`src/rtl/core/pdsf_pkg.sv`:
```
// Shared types and constants of the pulse derivative / smoothing filter.
// No dependencies; the datapath, controller and top level refer to it by scoped names.
package pdsf_pkg;

  // Field widths
  localparam int unsigned SAMPLE_W   = 16;
  localparam int unsigned CFG_IDX_W  = 3;
  localparam int unsigned CFG_DATA_W = 16;
  localparam int unsigned D_W        = 5;
  localparam int unsigned WIN_W      = 6;

  // Span limits
  localparam int unsigned MAX_HALF_SPAN    = 31;
  localparam int unsigned MAX_WINDOW       = 63;
  localparam int unsigned LOOK_LIMIT       = 31;
  localparam int unsigned WIN_LIMIT        = 63;
  localparam int unsigned MAX_PULSE_LENGTH = 65535;
  localparam int unsigned D_LIM =
    (MAX_HALF_SPAN < LOOK_LIMIT) ? MAX_HALF_SPAN : LOOK_LIMIT;
  localparam int unsigned W_LIM = (MAX_WINDOW < WIN_LIMIT) ? MAX_WINDOW : WIN_LIMIT;

  // Sample history ring
  localparam int unsigned HIST_DEPTH = 64;
  localparam int unsigned HIST_AW    = $clog2(HIST_DEPTH);

  // Datapath widths
  localparam int unsigned ACC_W  = 22;  // boxcar sum
  localparam int unsigned PROD_W = 33;  // difference times gain
  localparam int unsigned BD_W   = 22;  // baseline times d
  localparam int unsigned NUM_W  = 34;  // derivative numerator
  localparam int unsigned DIVD_W = 23;  // divider dividend magnitude
  localparam int unsigned DIVS_W = 6;   // divider divisor
  localparam int unsigned PEND_W = 6;   // outputs released at end of pulse

  // Reset values of the registers
  localparam logic [SAMPLE_W-1:0] GAIN_RESET = 16'sd256;

  // Register indexes
  typedef enum logic [CFG_IDX_W-1:0] {
    REG_MODE      = 3'd0,
    REG_HALF_SPAN = 3'd1,
    REG_WINDOW    = 3'd2,
    REG_GAIN      = 3'd3,
    REG_BASELINE  = 3'd4
  } cfg_reg_e;

  // Controller states
  typedef enum logic [3:0] {
    ST_IDLE,
    ST_WRITE,
    ST_READ,
    ST_DRAIN,
    ST_MUL,
    ST_LOAD,
    ST_DIV,
    ST_EMIT_Q,
    ST_EMIT_B,
    ST_PEND
  } state_e;

  // Output value source
  typedef enum logic {
    OUT_QUOT,
    OUT_BASE
  } out_sel_e;

  // Commands from controller to datapath
  typedef struct packed {
    logic     capture;
    logic     write;
    logic     rd_issue;
    logic     mul;
    logic     div_start;
    logic     out_load;
    out_sel_e out_sel;
    logic     out_end;
    logic     pend_dec;
  } cmd_t;

  // Status from datapath to controller
  typedef struct packed {
    logic emit;
    logic compute;
    logic mode;
    logic last;
    logic last_rd;
    logic div_busy;
    logic out_free;
    logic pend_nz;
    logic pend_one;
  } stat_t;

endpackage

```
`src/rtl/core/pdsf_ram.sv`:
```
// Generic single-write, single-read RAM with registered read data.
// No dependencies.
module pdsf_ram #(
  parameter int unsigned Width = 16,
  parameter int unsigned Depth = 64
) (
  input  logic                     clk_i,
  input  logic                     we_i,
  input  logic [$clog2(Depth)-1:0] waddr_i,
  input  logic [Width-1:0]         wdata_i,
  input  logic                     re_i,
  input  logic [$clog2(Depth)-1:0] raddr_i,
  output logic [Width-1:0]         rdata_o
);

  logic [Width-1:0] mem_q [Depth];
  logic [Width-1:0] rdata_q;

  // Write port
  always_ff @(posedge clk_i) begin
    if (we_i) begin
      mem_q[waddr_i] <= wdata_i;
    end
  end

  // Registered read port
  always_ff @(posedge clk_i) begin
    if (re_i) begin
      rdata_q <= mem_q[raddr_i];
    end
  end

  assign rdata_o = rdata_q;

endmodule

```
`src/rtl/core/pdsf_div.sv`:
```
// Restoring serial divider, one quotient bit per cycle, unsigned operands.
// No dependencies.
module pdsf_div #(
  parameter int unsigned DvdW = 23,
  parameter int unsigned DvsW = 6
) (
  input  logic            clk_i,
  input  logic            rst_ni,
  input  logic            start_i,
  input  logic [DvdW-1:0] dividend_i,
  input  logic [DvsW-1:0] divisor_i,
  output logic            busy_o,
  output logic [DvdW-1:0] quotient_o
);

  localparam int unsigned CntW = $clog2(DvdW + 1);

  logic            busy_q;
  logic [CntW-1:0] cnt_q;
  logic [DvsW-1:0] rem_q;
  logic [DvsW-1:0] dvs_q;
  logic [DvdW-1:0] quo_q;

  logic [DvsW:0]   trial;
  logic            fits;
  logic [DvsW:0]   diff;

  // Shift in the next dividend bit and try the subtraction
  always_comb begin
    trial = {rem_q, quo_q[DvdW-1]};
    fits  = (trial >= {1'b0, dvs_q});
    diff  = trial - {1'b0, dvs_q};
  end

  // Sequence control
  always_ff @(posedge clk_i or negedge rst_ni) begin
    if (!rst_ni) begin
      busy_q <= 1'b0;
      cnt_q  <= '0;
    end else if (start_i) begin
      busy_q <= 1'b1;
      cnt_q  <= CntW'(DvdW);
    end else if (busy_q) begin
      cnt_q <= cnt_q - 1'b1;
      if (cnt_q == CntW'(1)) begin
        busy_q <= 1'b0;
      end
    end
  end

  // Remainder and quotient
  always_ff @(posedge clk_i) begin
    if (start_i) begin
      rem_q <= '0;
      dvs_q <= divisor_i;
      quo_q <= dividend_i;
    end else if (busy_q) begin
      rem_q <= fits ? diff[DvsW-1:0] : trial[DvsW-1:0];
      quo_q <= {quo_q[DvdW-2:0], fits};
    end
  end

  assign busy_o     = busy_q;
  assign quotient_o = quo_q;

endmodule

```
`src/rtl/core/pdsf_datapath.sv`:
```
// Datapath: registers, sample history ring, arithmetic, divider and output stage.
// Depends on pdsf_pkg, pdsf_ram and pdsf_div.
module pdsf_datapath #(
  parameter int unsigned MaxPulseLength = pdsf_pkg::MAX_PULSE_LENGTH
) (
  input  logic                               clk_i,
  input  logic                               rst_ni,
  input  logic                               cfg_valid_i,
  input  logic [pdsf_pkg::CFG_IDX_W-1:0]     cfg_index_i,
  input  logic [pdsf_pkg::CFG_DATA_W-1:0]    cfg_data_i,
  input  logic [pdsf_pkg::SAMPLE_W-1:0]      s_data_i,
  input  logic                               s_last_i,
  input  logic                               m_ready_i,
  output logic                               m_valid_o,
  output logic [pdsf_pkg::SAMPLE_W-1:0]      m_data_o,
  output logic                               m_last_o,
  input  pdsf_pkg::cmd_t                     cmd_i,
  output pdsf_pkg::stat_t                    stat_o
);

  localparam int unsigned IdxW = $clog2(MaxPulseLength + 1);
  localparam int unsigned CmpW = (IdxW > 7) ? IdxW : 7;
  localparam int unsigned SW   = pdsf_pkg::SAMPLE_W;
  localparam int unsigned DW   = pdsf_pkg::D_W;
  localparam int unsigned WW   = pdsf_pkg::WIN_W;
  localparam int unsigned AW   = pdsf_pkg::HIST_AW;
  localparam int unsigned PW   = pdsf_pkg::PEND_W;

  // Register file
  logic                 cfg_mode_q;
  logic [DW-1:0]        cfg_hs_q;
  logic [WW-1:0]        cfg_win_q;
  logic [SW-1:0]        cfg_gain_q;
  logic [SW-1:0]        cfg_base_q;

  // Per-pulse copies
  logic                 lat_mode_q;
  logic [DW-1:0]        lat_d_q;
  logic [WW-1:0]        lat_w_q;
  logic signed [SW-1:0] lat_gain_q;
  logic signed [SW-1:0] lat_base_q;

  logic [DW-1:0]        d_eff;
  logic [WW-1:0]        w_eff;

  // Item and sequencing state
  logic [SW-1:0]        sample_q;
  logic                 last_q;
  logic [IdxW-1:0]      idx_q;
  logic [AW-1:0]        wptr_q;
  logic [AW-1:0]        cur_ptr_q;
  logic [AW-1:0]        age_q;
  logic [WW-1:0]        rd_left_q;
  logic                 rd_vld_q;
  logic [PW-1:0]        pend_q;

  // Arithmetic
  logic signed [pdsf_pkg::ACC_W-1:0]  acc_q;
  logic signed [pdsf_pkg::PROD_W-1:0] prod_q;
  logic signed [pdsf_pkg::BD_W-1:0]   bd_q;
  logic                               neg_q;
  logic signed [SW:0]                 diff;
  logic signed [DW:0]                 d_signed;
  logic signed [pdsf_pkg::NUM_W-1:0]  num;
  logic [pdsf_pkg::NUM_W-1:0]         num_abs;
  logic [pdsf_pkg::ACC_W-1:0]         acc_abs;
  logic [pdsf_pkg::DIVD_W-1:0]        dvd;
  logic [pdsf_pkg::DIVS_W-1:0]        dvs;
  logic                               neg_d;
  logic                               div_busy;
  logic [pdsf_pkg::DIVD_W-1:0]        quo;

  // Lookahead and decisions
  logic [DW-1:0]        look;
  logic [CmpW-1:0]      j_ext;
  logic [CmpW-1:0]      look_ext;
  logic [CmpW-1:0]      two_look;
  logic                 emit;
  logic                 compute;

  logic [AW-1:0]        raddr;
  logic [SW-1:0]        rdata;

  // Output stage
  logic                 m_valid_q;
  logic [SW-1:0]        m_data_q;
  logic                 m_last_q;
  logic                 out_free;
  logic [SW-1:0]        out_val;

  // Saturate a signed magnitude to 16 bits
  function automatic logic [SW-1:0] sat_mag(input logic neg,
                                            input logic [pdsf_pkg::DIVD_W-1:0] q);
    logic [SW-1:0] r;
    if (neg) begin
      if (q > pdsf_pkg::DIVD_W'(32768)) begin
        r = 16'h8000;
      end else begin
        r = (~q[SW-1:0]) + 1'b1;
      end
    end else begin
      if (q > pdsf_pkg::DIVD_W'(32767)) begin
        r = 16'h7fff;
      end else begin
        r = q[SW-1:0];
      end
    end
    return r;
  endfunction

  // Register writes
  always_ff @(posedge clk_i or negedge rst_ni) begin
    if (!rst_ni) begin
      cfg_mode_q <= 1'b0;
      cfg_hs_q   <= DW'(1);
      cfg_win_q  <= WW'(1);
      cfg_gain_q <= pdsf_pkg::GAIN_RESET;
      cfg_base_q <= '0;
    end else if (cfg_valid_i) begin
      case (cfg_index_i)
        pdsf_pkg::REG_MODE:      cfg_mode_q <= cfg_data_i[0];
        pdsf_pkg::REG_HALF_SPAN: cfg_hs_q   <= cfg_data_i[DW-1:0];
        pdsf_pkg::REG_WINDOW:    cfg_win_q  <= cfg_data_i[WW-1:0];
        pdsf_pkg::REG_GAIN:      cfg_gain_q <= cfg_data_i;
        pdsf_pkg::REG_BASELINE:  cfg_base_q <= cfg_data_i;
        default: ;
      endcase
    end
  end

  // Treat a zero span or window as one, clamp to the limits
  always_comb begin
    d_eff = (cfg_hs_q == '0) ? DW'(1) : cfg_hs_q;
    if (d_eff > DW'(pdsf_pkg::D_LIM)) begin
      d_eff = DW'(pdsf_pkg::D_LIM);
    end
    w_eff = (cfg_win_q == '0) ? WW'(1) : cfg_win_q;
    if (w_eff > WW'(pdsf_pkg::W_LIM)) begin
      w_eff = WW'(pdsf_pkg::W_LIM);
    end
  end

  // Take the settings at the first sample of a pulse
  always_ff @(posedge clk_i or negedge rst_ni) begin
    if (!rst_ni) begin
      lat_mode_q <= 1'b0;
      lat_d_q    <= DW'(1);
      lat_w_q    <= WW'(1);
      lat_gain_q <= pdsf_pkg::GAIN_RESET;
      lat_base_q <= '0;
    end else if (cmd_i.capture && (idx_q == '0)) begin
      lat_mode_q <= cfg_mode_q;
      lat_d_q    <= d_eff;
      lat_w_q    <= w_eff;
      lat_gain_q <= cfg_gain_q;
      lat_base_q <= cfg_base_q;
    end
  end

  // Hold the accepted item
  always_ff @(posedge clk_i) begin
    if (cmd_i.capture) begin
      sample_q <= s_data_i;
      last_q   <= s_last_i;
    end
  end

  // Decide what this sample releases
  always_comb begin
    look     = lat_mode_q ? lat_w_q[WW-1:1] : lat_d_q;
    j_ext    = CmpW'(idx_q);
    look_ext = CmpW'(look);
    two_look = CmpW'({look, 1'b0});
    emit     = (j_ext >= look_ext);
    compute  = (j_ext >= two_look);
  end

  // Advance index, ring pointer, read sequence and pending count
  always_ff @(posedge clk_i or negedge rst_ni) begin
    if (!rst_ni) begin
      idx_q     <= '0;
      wptr_q    <= '0;
      cur_ptr_q <= '0;
      age_q     <= '0;
      rd_left_q <= '0;
      rd_vld_q  <= 1'b0;
      pend_q    <= '0;
    end else begin
      rd_vld_q <= cmd_i.rd_issue;
      if (cmd_i.write) begin
        cur_ptr_q <= wptr_q;
        wptr_q    <= wptr_q + 1'b1;
        if (last_q) begin
          idx_q <= '0;
        end else if (idx_q < IdxW'(MaxPulseLength)) begin
          idx_q <= idx_q + 1'b1;
        end
        if (lat_mode_q) begin
          age_q     <= {lat_w_q[WW-1:1], 1'b0};
          rd_left_q <= lat_w_q;
        end else begin
          age_q     <= {lat_d_q, 1'b0};
          rd_left_q <= WW'(1);
        end
        if (!last_q) begin
          pend_q <= '0;
        end else if (emit) begin
          pend_q <= PW'(look);
        end else begin
          pend_q <= PW'(j_ext[DW-1:0]) + 1'b1;
        end
      end else begin
        if (cmd_i.rd_issue) begin
          age_q     <= age_q - 1'b1;
          rd_left_q <= rd_left_q - 1'b1;
        end
        if (cmd_i.pend_dec) begin
          pend_q <= pend_q - 1'b1;
        end
      end
    end
  end

  // Sample history ring
  assign raddr = cur_ptr_q - age_q;

  pdsf_ram #(
    .Width (SW),
    .Depth (pdsf_pkg::HIST_DEPTH)
  ) u_hist (
    .clk_i   (clk_i),
    .we_i    (cmd_i.write),
    .waddr_i (wptr_q),
    .wdata_i (sample_q),
    .re_i    (cmd_i.rd_issue),
    .raddr_i (raddr),
    .rdata_o (rdata)
  );

  // Accumulate returned samples; baseline times d for the derivative offset
  always_ff @(posedge clk_i) begin
    if (cmd_i.write) begin
      acc_q <= '0;
      bd_q  <= lat_base_q * d_signed;
    end else if (rd_vld_q) begin
      acc_q <= acc_q + pdsf_pkg::ACC_W'(signed'(rdata));
    end
  end

  assign d_signed = signed'({1'b0, lat_d_q});

  // Difference times gain
  assign diff = signed'({sample_q[SW-1], sample_q}) - signed'(acc_q[SW:0]);

  always_ff @(posedge clk_i) begin
    if (cmd_i.mul) begin
      prod_q <= diff * lat_gain_q;
    end
  end

  // Divider operands: magnitude and sign
  always_comb begin
    num     = pdsf_pkg::NUM_W'(prod_q) + (pdsf_pkg::NUM_W'(bd_q) <<< 9);
    num_abs = num[pdsf_pkg::NUM_W-1] ? (~num + 1'b1) : num;
    acc_abs = acc_q[pdsf_pkg::ACC_W-1] ? (~acc_q + 1'b1) : acc_q;
    if (lat_mode_q) begin
      neg_d = acc_q[pdsf_pkg::ACC_W-1];
      dvd   = pdsf_pkg::DIVD_W'(acc_abs);
      dvs   = lat_w_q;
    end else begin
      neg_d = num[pdsf_pkg::NUM_W-1];
      dvd   = num_abs[31:9];
      dvs   = pdsf_pkg::DIVS_W'(lat_d_q);
    end
  end

  always_ff @(posedge clk_i) begin
    if (cmd_i.div_start) begin
      neg_q <= neg_d;
    end
  end

  pdsf_div #(
    .DvdW (pdsf_pkg::DIVD_W),
    .DvsW (pdsf_pkg::DIVS_W)
  ) u_div (
    .clk_i      (clk_i),
    .rst_ni     (rst_ni),
    .start_i    (cmd_i.div_start),
    .dividend_i (dvd),
    .divisor_i  (dvs),
    .busy_o     (div_busy),
    .quotient_o (quo)
  );

  // Output register
  assign out_free = !m_valid_q || m_ready_i;
  assign out_val  = (cmd_i.out_sel == pdsf_pkg::OUT_QUOT) ? sat_mag(neg_q, quo) : lat_base_q;

  always_ff @(posedge clk_i or negedge rst_ni) begin
    if (!rst_ni) begin
      m_valid_q <= 1'b0;
    end else if (cmd_i.out_load) begin
      m_valid_q <= 1'b1;
    end else if (m_ready_i) begin
      m_valid_q <= 1'b0;
    end
  end

  always_ff @(posedge clk_i) begin
    if (cmd_i.out_load) begin
      m_data_q <= out_val;
      m_last_q <= cmd_i.out_end;
    end
  end

  assign m_valid_o = m_valid_q;
  assign m_data_o  = m_data_q;
  assign m_last_o  = m_last_q;

  // Status to the controller
  always_comb begin
    stat_o.emit     = emit;
    stat_o.compute  = compute;
    stat_o.mode     = lat_mode_q;
    stat_o.last     = last_q;
    stat_o.last_rd  = (rd_left_q == WW'(1));
    stat_o.div_busy = div_busy;
    stat_o.out_free = out_free;
    stat_o.pend_nz  = (pend_q != '0);
    stat_o.pend_one = (pend_q == PW'(1));
  end

endmodule

```
`src/rtl/core/pdsf_ctrl.sv`:
```
// Controller state machine: sequences capture, history reads, divide and outputs.
// Depends on pdsf_pkg.
module pdsf_ctrl (
  input  logic            clk_i,
  input  logic            rst_ni,
  input  logic            s_valid_i,
  output logic            s_ready_o,
  input  pdsf_pkg::stat_t stat_i,
  output pdsf_pkg::cmd_t  cmd_o
);

  pdsf_pkg::state_e state_q, state_d;

  // State register
  always_ff @(posedge clk_i or negedge rst_ni) begin
    if (!rst_ni) begin
      state_q <= pdsf_pkg::ST_IDLE;
    end else begin
      state_q <= state_d;
    end
  end

  // Next state
  always_comb begin
    state_d = state_q;
    case (state_q)
      pdsf_pkg::ST_IDLE: begin
        if (s_valid_i) state_d = pdsf_pkg::ST_WRITE;
      end
      pdsf_pkg::ST_WRITE: begin
        if (stat_i.compute) begin
          state_d = pdsf_pkg::ST_READ;
        end else if (stat_i.emit) begin
          state_d = pdsf_pkg::ST_EMIT_B;
        end else if (stat_i.last) begin
          state_d = pdsf_pkg::ST_PEND;
        end else begin
          state_d = pdsf_pkg::ST_IDLE;
        end
      end
      pdsf_pkg::ST_READ: begin
        if (stat_i.last_rd) state_d = pdsf_pkg::ST_DRAIN;
      end
      pdsf_pkg::ST_DRAIN: begin
        state_d = stat_i.mode ? pdsf_pkg::ST_LOAD : pdsf_pkg::ST_MUL;
      end
      pdsf_pkg::ST_MUL:  state_d = pdsf_pkg::ST_LOAD;
      pdsf_pkg::ST_LOAD: state_d = pdsf_pkg::ST_DIV;
      pdsf_pkg::ST_DIV: begin
        if (!stat_i.div_busy) state_d = pdsf_pkg::ST_EMIT_Q;
      end
      pdsf_pkg::ST_EMIT_Q, pdsf_pkg::ST_EMIT_B: begin
        if (stat_i.out_free) begin
          state_d = stat_i.pend_nz ? pdsf_pkg::ST_PEND : pdsf_pkg::ST_IDLE;
        end
      end
      pdsf_pkg::ST_PEND: begin
        if (stat_i.out_free && stat_i.pend_one) state_d = pdsf_pkg::ST_IDLE;
      end
      default: state_d = pdsf_pkg::ST_IDLE;
    endcase
  end

  // Commands
  always_comb begin
    cmd_o           = '0;
    cmd_o.out_sel   = pdsf_pkg::OUT_BASE;
    s_ready_o       = 1'b0;
    case (state_q)
      pdsf_pkg::ST_IDLE: begin
        s_ready_o     = 1'b1;
        cmd_o.capture = s_valid_i;
      end
      pdsf_pkg::ST_WRITE: cmd_o.write     = 1'b1;
      pdsf_pkg::ST_READ:  cmd_o.rd_issue  = 1'b1;
      pdsf_pkg::ST_MUL:   cmd_o.mul       = 1'b1;
      pdsf_pkg::ST_LOAD:  cmd_o.div_start = 1'b1;
      pdsf_pkg::ST_EMIT_Q: begin
        cmd_o.out_load = stat_i.out_free;
        cmd_o.out_sel  = pdsf_pkg::OUT_QUOT;
        // Flag the end of pulse when no pending outputs follow
        cmd_o.out_end  = stat_i.last && !stat_i.pend_nz;
      end
      pdsf_pkg::ST_EMIT_B: cmd_o.out_load = stat_i.out_free;
      pdsf_pkg::ST_PEND: begin
        cmd_o.out_load = stat_i.out_free;
        cmd_o.out_end  = stat_i.pend_one;
        cmd_o.pend_dec = stat_i.out_free;
      end
      default: ;
    endcase
  end

endmodule

```
`src/rtl/core/pulse_derivative_smoothing_filter_core.sv`:
```
// Top level of the pulse derivative / smoothing filter core.
// Depends on pdsf_pkg, pdsf_ctrl and pdsf_datapath (which holds pdsf_ram, pdsf_div).
//
//   channel  direction  handshake                  payload
//   s_axis   in         s_axis_tvalid/tready       tdata[15:0] sample, tlast last
//   m_axis   out        m_axis_tvalid/tready       tdata[15:0] value, tlast end_of_pulse
//   cfg      in         cfg_valid_i/cfg_ready_o    cfg_index_i register, cfg_data_i value
//
// One sample at a time. A sample that releases only a baseline output passes
// through capture, the history write and the output load; a derivative output
// adds one history read, one multiply and 23 divider steps plus one to see the
// divider done; a smoothing output reads W history samples and divides, the
// pace set by the single read port of the history RAM and the serial divider.
// At pulse end pending baseline outputs follow one per cycle unless stalled.
// Reset is asynchronous, active low, and needs no clearing pass. A stalled
// output holds in its register while the next sample is already taken.
module pulse_derivative_smoothing_filter_core #(
  parameter int unsigned MaxPulseLength = pdsf_pkg::MAX_PULSE_LENGTH
) (
  input  logic                            clk_i,
  input  logic                            rst_ni,
  // Sample stream
  input  logic                            s_axis_tvalid,
  output logic                            s_axis_tready,
  input  logic [15:0]                     s_axis_tdata,   // [15:0] sample
  input  logic                            s_axis_tlast,
  // Result stream
  output logic                            m_axis_tvalid,
  input  logic                            m_axis_tready,
  output logic [15:0]                     m_axis_tdata,   // [15:0] value
  output logic                            m_axis_tlast,
  // Register writes
  input  logic                            cfg_valid_i,
  output logic                            cfg_ready_o,
  input  logic [pdsf_pkg::CFG_IDX_W-1:0]  cfg_index_i,
  input  logic [pdsf_pkg::CFG_DATA_W-1:0] cfg_data_i
);

  pdsf_pkg::cmd_t  cmd;
  pdsf_pkg::stat_t stat;

  // Registers are always writable
  assign cfg_ready_o = 1'b1;

  pdsf_ctrl u_ctrl (
    .clk_i     (clk_i),
    .rst_ni    (rst_ni),
    .s_valid_i (s_axis_tvalid),
    .s_ready_o (s_axis_tready),
    .stat_i    (stat),
    .cmd_o     (cmd)
  );

  pdsf_datapath #(
    .MaxPulseLength (MaxPulseLength)
  ) u_datapath (
    .clk_i       (clk_i),
    .rst_ni      (rst_ni),
    .cfg_valid_i (cfg_valid_i),
    .cfg_index_i (cfg_index_i),
    .cfg_data_i  (cfg_data_i),
    .s_data_i    (s_axis_tdata),
    .s_last_i    (s_axis_tlast),
    .m_ready_i   (m_axis_tready),
    .m_valid_o   (m_axis_tvalid),
    .m_data_o    (m_axis_tdata),
    .m_last_o    (m_axis_tlast),
    .cmd_i       (cmd),
    .stat_o      (stat)
  );

endmodule

```
`config.mk`:
```
export PLATFORM = sky130hd
export DESIGN_NAME = pulse_derivative_smoothing_filter_core
export DESIGN_NICKNAME = d
export VERILOG_FILES = /design/src/rtl/core/pdsf_pkg.sv /design/src/rtl/core/pdsf_ram.sv /design/src/rtl/core/pdsf_div.sv /design/src/rtl/core/pdsf_datapath.sv /design/src/rtl/core/pdsf_ctrl.sv /design/src/rtl/core/pulse_derivative_smoothing_filter_core.sv
export SDC_FILE = /design/constraint.sdc
export NUM_CORES = 2
export LEC_CHECK = 0
export ABC_AREA = 1
export BUFFER_PORTS_ARGS = -buffer_cell sky130_fd_sc_hd__buf_2
export CORE_MARGIN = 1.5
export CORE_UTILIZATION = 56
export CTS_CLUSTER_SIZE = 10
export DETAILED_ROUTE_END_ITERATION = 12
export PLACE_DENSITY = 0.81
export SLEW_MARGIN = 20
export SYNTH_ARGS = -nofsm -noshare
export SYNTH_HDL_FRONTEND = slang
export SYNTH_SLANG_ARGS = --single-unit
```
`constraint.sdc`:
```
create_clock -name clk_i -period 20.5 [get_ports clk_i]
set_input_delay 4.1 -clock clk_i [delete_from_list [all_inputs] [get_ports clk_i]]
set_output_delay 4.1 -clock clk_i [all_outputs]
set_load 0.01 [all_outputs]
```
# After elaboration in Yosys (flattened, before gate mapping)
# Memory sizes are Yosys's and may differ from the RTL's. A register that Yosys moved wholly into a read port is not among the register bits.
# Cells that the tools add are included.
[totals] register_bits=293 mem_bits_rw=1024 n_memories=1 wordCells=167 output_inout_bits=20 in_bits=41
[memory_table] memory="u_datapath.u_hist.mem_q" depth=64 width=16 read_ports=1 rd_clocked_by_memory_dff=1 write_ports=1 line="pdsf_ram.sv:16" source="logic [Width-1:0] mem_q [Depth];"
[classes] n_eq_ne=21 bitwise=3 n_lt_le_gt_ge=8 multipliers=2 n_mux=58 reduce_logical=26 addsub=15
[op_table] op="2-to-1 mux 16 bit" count=6
[op_table] op="2-to-1 mux 6 bit" count=13
[op_table] op="2-to-1 mux 23 bit" count=3
[op_table] op="2-to-1 mux 4 bit" count=9
[op_table] op="one-hot mux 4 bit (9 select lines)" count=1
[op_table] op="adder 33 x 31 -> 34 bit" count=1
[op_table] op="multiplier 17 x 16 -> 33 bit" count=1
[op_table] op="adder 16 x 1 -> 16 bit, second input constant" count=2
[op_table] op="adder 32 x 1 -> 32 bit, second input constant" count=1
[op_table] op="2-to-1 mux 32 bit" count=1
[op_table] op="NOT 32 bit" count=1
[op_table] op="2-to-1 mux 5 bit" count=6
[op_table] op="greater-than comparator 23 x 15 -> 1 bit, second input constant" count=1
[op_table] op="greater-than comparator 23 x 16 -> 1 bit, second input constant" count=1
[op_table] op="adder 22 x 1 -> 22 bit, second input constant" count=1
[op_table] op="adder 22 x 16 -> 22 bit" count=1
[op_table] op="multiplier 16 x 6 -> 22 bit" count=1
[op_table] op="2-to-1 mux 22 bit" count=1
[op_table] op="NOT 22 bit" count=1
[op_table] op="subtractor 6 x 1 -> 6 bit, second input constant" count=3
[op_table] op="2-to-1 mux 1 bit" count=17
[op_table] op="subtractor 16 x 17 -> 17 bit" count=1
[op_table] op="equality test 4 x 3 -> 1 bit, second input constant" count=4
[op_table] op=">= comparator 16 x 5 -> 1 bit" count=1
[op_table] op="other kinds (35)" count=55

# Longest topological paths before layout
[depth] depth_word=6 mapped_depth=40 ltp_nobuf=40

# Modules after synthesis
# From an unflattened synthesis, not the netlist that was laid out.
[unflattened] cells_unflattened=7393 hier_area_um2=72975.0
[modules_own_cells] module="pdsf_ram" n_inst=1 cells_each=3517 area_each_um2=42259.3 seq_area_each_um2=31230.0
[modules_own_cells] module="pdsf_datapath" n_inst=1 cells_each=3560 area_each_um2=28157.0 seq_area_each_um2=6553.8
[modules_own_cells] module="pdsf_div" n_inst=1 cells_each=238 area_each_um2=2102.0 seq_area_each_um2=1141.1
[modules_own_cells] module="pdsf_ctrl" n_inst=1 cells_each=76 area_each_um2=445.4 seq_area_each_um2=100.1
[modules_own_cells] module="pulse_derivative_smoothing_filter_core" n_inst=1 cells_each=2 area_each_um2=11.3 seq_area_each_um2=0.0

# Worst setup path before layout
# No wires, ideal clock.
[synth_timing] kind="register to register" from="register u_datapath.sample_q[0]" to="register u_datapath.prod_q[32] (netlist bit) (data pin)" n_path_buf=0 synth_period_minus_slack_ns=8.115 t_required_ns=20.236 path_stages_with_launch=35 path_slack_ns=12.385 arrival_time_ns=7.851 setup_time_ns=0.264 path_cell_list="edfxtp_1 > inv_1 > ha_1 > fa_1 > nand3b_1 > nand2_1 > nand2_1 > nand2_1 > nand2_1 > nand2_1 > nand2_1 > nand2_1 > nand3_1 > nand2_1 > or2_2 > nand2_2 > nor2_1 > inv_1 > fa_1 > fa_1 > inv_1 > fa_1 > inv_1 > fa_1 > inv_1 > fa_1 > inv_1 > fa_1 > inv_1 > ha_1 > inv_1 > o21ai_0 > a221o_1 > a31oi_1 > xor2_1"
[synth_via] elab_chain_cells=2
[synth_rtl] item="start, declared" line="pdsf_datapath.sv:47" source="logic [SW-1:0] sample_q;"
[synth_rtl] item="start signal, assigned" line="pdsf_datapath.sv:163" source="sample_q <= s_data_i;"
[synth_rtl] item="subtractor 16 x 17 -> 17 bit" line="pdsf_datapath.sv:253" source="assign diff = signed'({sample_q[SW-1], sample_q}) - signed'(acc_q[SW:0]);"
[synth_rtl] item="multiplier 17 x 16 -> 33 bit" line="pdsf_datapath.sv:257" source="prod_q <= diff * lat_gain_q;"
[synth_rtl] item="end signal, assigned" line="pdsf_datapath.sv:257"
[synth_rtl] item="end, declared" line="pdsf_datapath.sv:59" source="logic signed [pdsf_pkg::PROD_W-1:0] prod_q;"
# No other way between the ends.
# A chain may end at the register's enable or synchronous reset.

# Final worst setup path
[layout_timing] from="register u_datapath.sample_q[5]" to="register u_datapath.prod_q[32] (netlist bit) (data pin)"
# Same word-level chain as after synthesis.

==> reports/summary.txt <==
Status - completed
HPWL after DPL - 122,000 µm
Top delay family on crit path - adder cells
FMAX - 0.112 GHz
Routed Antenna Nets - 0
ANT cells - 0
CP Launch Type - register
GPL Wtd Cong - 1.01
CTS H-tree lvls - 4
Setup TNS - 0 ps
Initial Utilization - 56.4%
Layout cells sized above 1 - 6.67%
DR DRC count - 0
Hold path depth - 1
Post-Syn Area - 70,700 µm²
Ports - 61
CP max stage delay - 950 ps
Post-synthesis sequential area ratio - 55.2%
Cell mode on critical path - nand2_1
WL per Instance - 22.7 µm
Yosys top cell area share - 49.2%
Fin. max-slew vios - 0
RSZ-0062 raised after global routing - false
TritonCTS clock tree - built
Synthesized flop and latch total - 1,333
Antenna violations before repair - 3
Top FF cell, synth - edfxtp_1
Final Hold Viols - 0
Nets@finish - 7,253
Setup Buffers After CTS - 0
Total iterations of the first detailed-routing run - 9
CP max-delay cell - edfxtp_1
Final worst path period share - 43.4%
Min Clock Period, post-route - 8900 ps
Clk pin slew, worst setup/hold paths - 60 ps
WP buf/inv - 8
CTS Hold Bufs - 0
Synth Instances - 6,634
Top post-synthesis cells by area - edfxtp_1 (49%), fa_1 (9.3%), o21ai_0 (5.2%)
Stages on the worst setup path - 36
Max Root-Sink Buffers - 3
Die W - 358 µm
Final setup vio count - 0
Multi-input gate area - 27,700 µm²
Vias in the first global route - 50,900
Most frequent cells after synthesis - edfxtp_1 (1,159), nor2_1 (952), nand2_1 (836)
Setup CP Type - register to register
Max-cap violation count - 0
# rows - 130
Avg Vias per Cell - 6.17
Rel. slew slack - 26.6%
Ys Warns - 0
Register area - 39,000 µm²
Most common cell in the netlist - edfxtp_1
CP max FO - 41
Fill cells - 9,392
Die Span Y - 358 µm
Clock sinks - 1,333
Largest net degree at the start of global routing - 224
Ys async rst share - 11.0%
Gr ovfl total - 0
DR iter-0 viols - 6,996
Port buffer count - 59
Gr usage total - 29.5%
Post-CTS sizing - 0
EDFF count, synth - 1,159
Syn Nets - 7,225
Root Driver - clkbuf_16
Critical path arrival - 9400 ps
Total CTS buffers - 155
Area Overhead vs Synth - 9.49%
First-pass GRT wire length - 290,000 µm
Data required time of the critical path - 21,010 ps
CP Capture Type - register
Final WL - 190,000 µm
Slew @ Worst Pin - 1100 ps
R2r worst-path depth - 36
Synthesized area per cell - 10.7 µm²
Post-synth cell types - 73
Clk_skew - 39.5 ps
Clk Latency, worst-skew pair - 800 ps
Worst Hold Class - register to register
Core ar. - 125,000 µm²
DR vias - 51,700
Die ar. - 128,000 µm²
Largest area contributor in the netlist - edfxtp_1
==> per-stage QoR <==
step	cell area (µm²)	setup slack [ps]	hold WS, ps	instances	utilization [%]
floorplan	70700	12390	417	6634	-
global placement	72900	11880	443	8155	58.1
detailed placement	72900	11720	443	8155	58.1
CTS	77400	11710	451	8377	61.7
global route	77400	11040	481	8377	61.7
finish	77400	11600	455	8377	61.7
==> cell usage in the layout, fill, tap and decap left out, types with 11 or more instances in the layout <==
cell type and count:
ha_1 219, inv_1 739, dfxtp_1 28, xnor2_1 45, buf_2 58, xor2_1 66
dfrtp_1 140, mux2_2 17, a32oi_1 32, buf_4 116, nand3b_1 12, or2_2 14
a211oi_1 12, o21ai_0 734, nor2_1 949, a21oi_1 236, edfxtp_1 1159, o21ai_1 11
o22ai_1 67, clkbuf_1 42, nand3_1 229, o21bai_1 11, a31oi_1 32, fa_1 329
nand2_1 836, nor3_1 37, o221ai_1 196, clkbuf_16 157, nand4_1 30, o211ai_1 14
==> cells by family (layout without fill, tap and decap cells) <==
logic type,after synthesis,after routing,share of synthesized area [%]
muxes,18,18,0.285
other,1,1,0.00531
buffers and inverters,1067,1160,5.78
adders and majority gates,550,550,13.2
xor gates and xnor gates,114,114,1.42
and+or+nand+nor,2158,2158,12.4
AOI/OAI and AO/OA,1393,1393,11.6
DFF,1333,1333,55.2
==> final cells by class <==
class / count / share of cell area, %
flip-flops and latches: 1333 / 50.4
multi-input cells: 4234 / 35.8
clock buffers: 202 / 5.33
inverters: 757 / 3.69
well taps: 1650 / 2.67
repair buffers: 181 / 1.66
clock inverters: 20 / 0.440
==> flip-flops by register name, summed over array words and instances (netlist names), 16 cells and up <==
name                         flops
u_datapath.prod_q               33
u_datapath.u_hist.rdata_o       16
u_datapath.lat_base_q           16
u_datapath.m_data_o             16
u_datapath.lat_gain_q           16
u_datapath.bd_q                 22
u_datapath.u_div.quotient_o     23
u_datapath.cfg_gain_q           16
u_datapath.idx_q                16
u_datapath.acc_q                22
u_datapath.u_hist.mem_q       1024
u_datapath.cfg_base_q           16
u_datapath.sample_q             16
==> layer usage <==
| layer | global-route usage [%] | up-vias | share of wire [%] |
|---|---|---|---|
| met1 | 39.6 | 25200 | 38 |
| li1 | - | 22900 | - |
| met2 | 46.6 | 3149 | 47 |
| met4 | 12.9 | 0 | 4.1 |
| met3 | 6.47 | 463 | 11 |
| met5 | 0 | - | 0 |
==> worst register-to-register path: cells and delay by family, from the launching register on <==
kind / cells / cell delay [ps]
fa+ha+maj: 8 / 3770
simple gates: 14 / 1610
compound gates: 5 / 870
buf+inv: 8 / 1330
flops: 1 / 950
xor+xnor: 1 / 90
==> path summary, 6_finish.rpt <==
kind | start | endpoint | slack, ps
worst max-delay path | u_datapath.sample_q[5] | u_datapath.prod_q[32] | 11600
worst min-delay path | u_datapath.cfg_hs_q[3] | u_datapath.lat_d_q[0] | 450
worst max register to register | u_datapath.sample_q[5] | u_datapath.prod_q[32] | 11600
worst min register to register | u_datapath.cfg_hs_q[3] | u_datapath.lat_d_q[0] | 450
max in group asynchronous | rst_ni | u_datapath.lat_gain_q[0] | 15910
min in group asynchronous | rst_ni | u_datapath.pend_q[0] | 3360
Power is not shown: default switching activity piles up to over one toggle a cycle in this logic, so the estimate is an artifact.
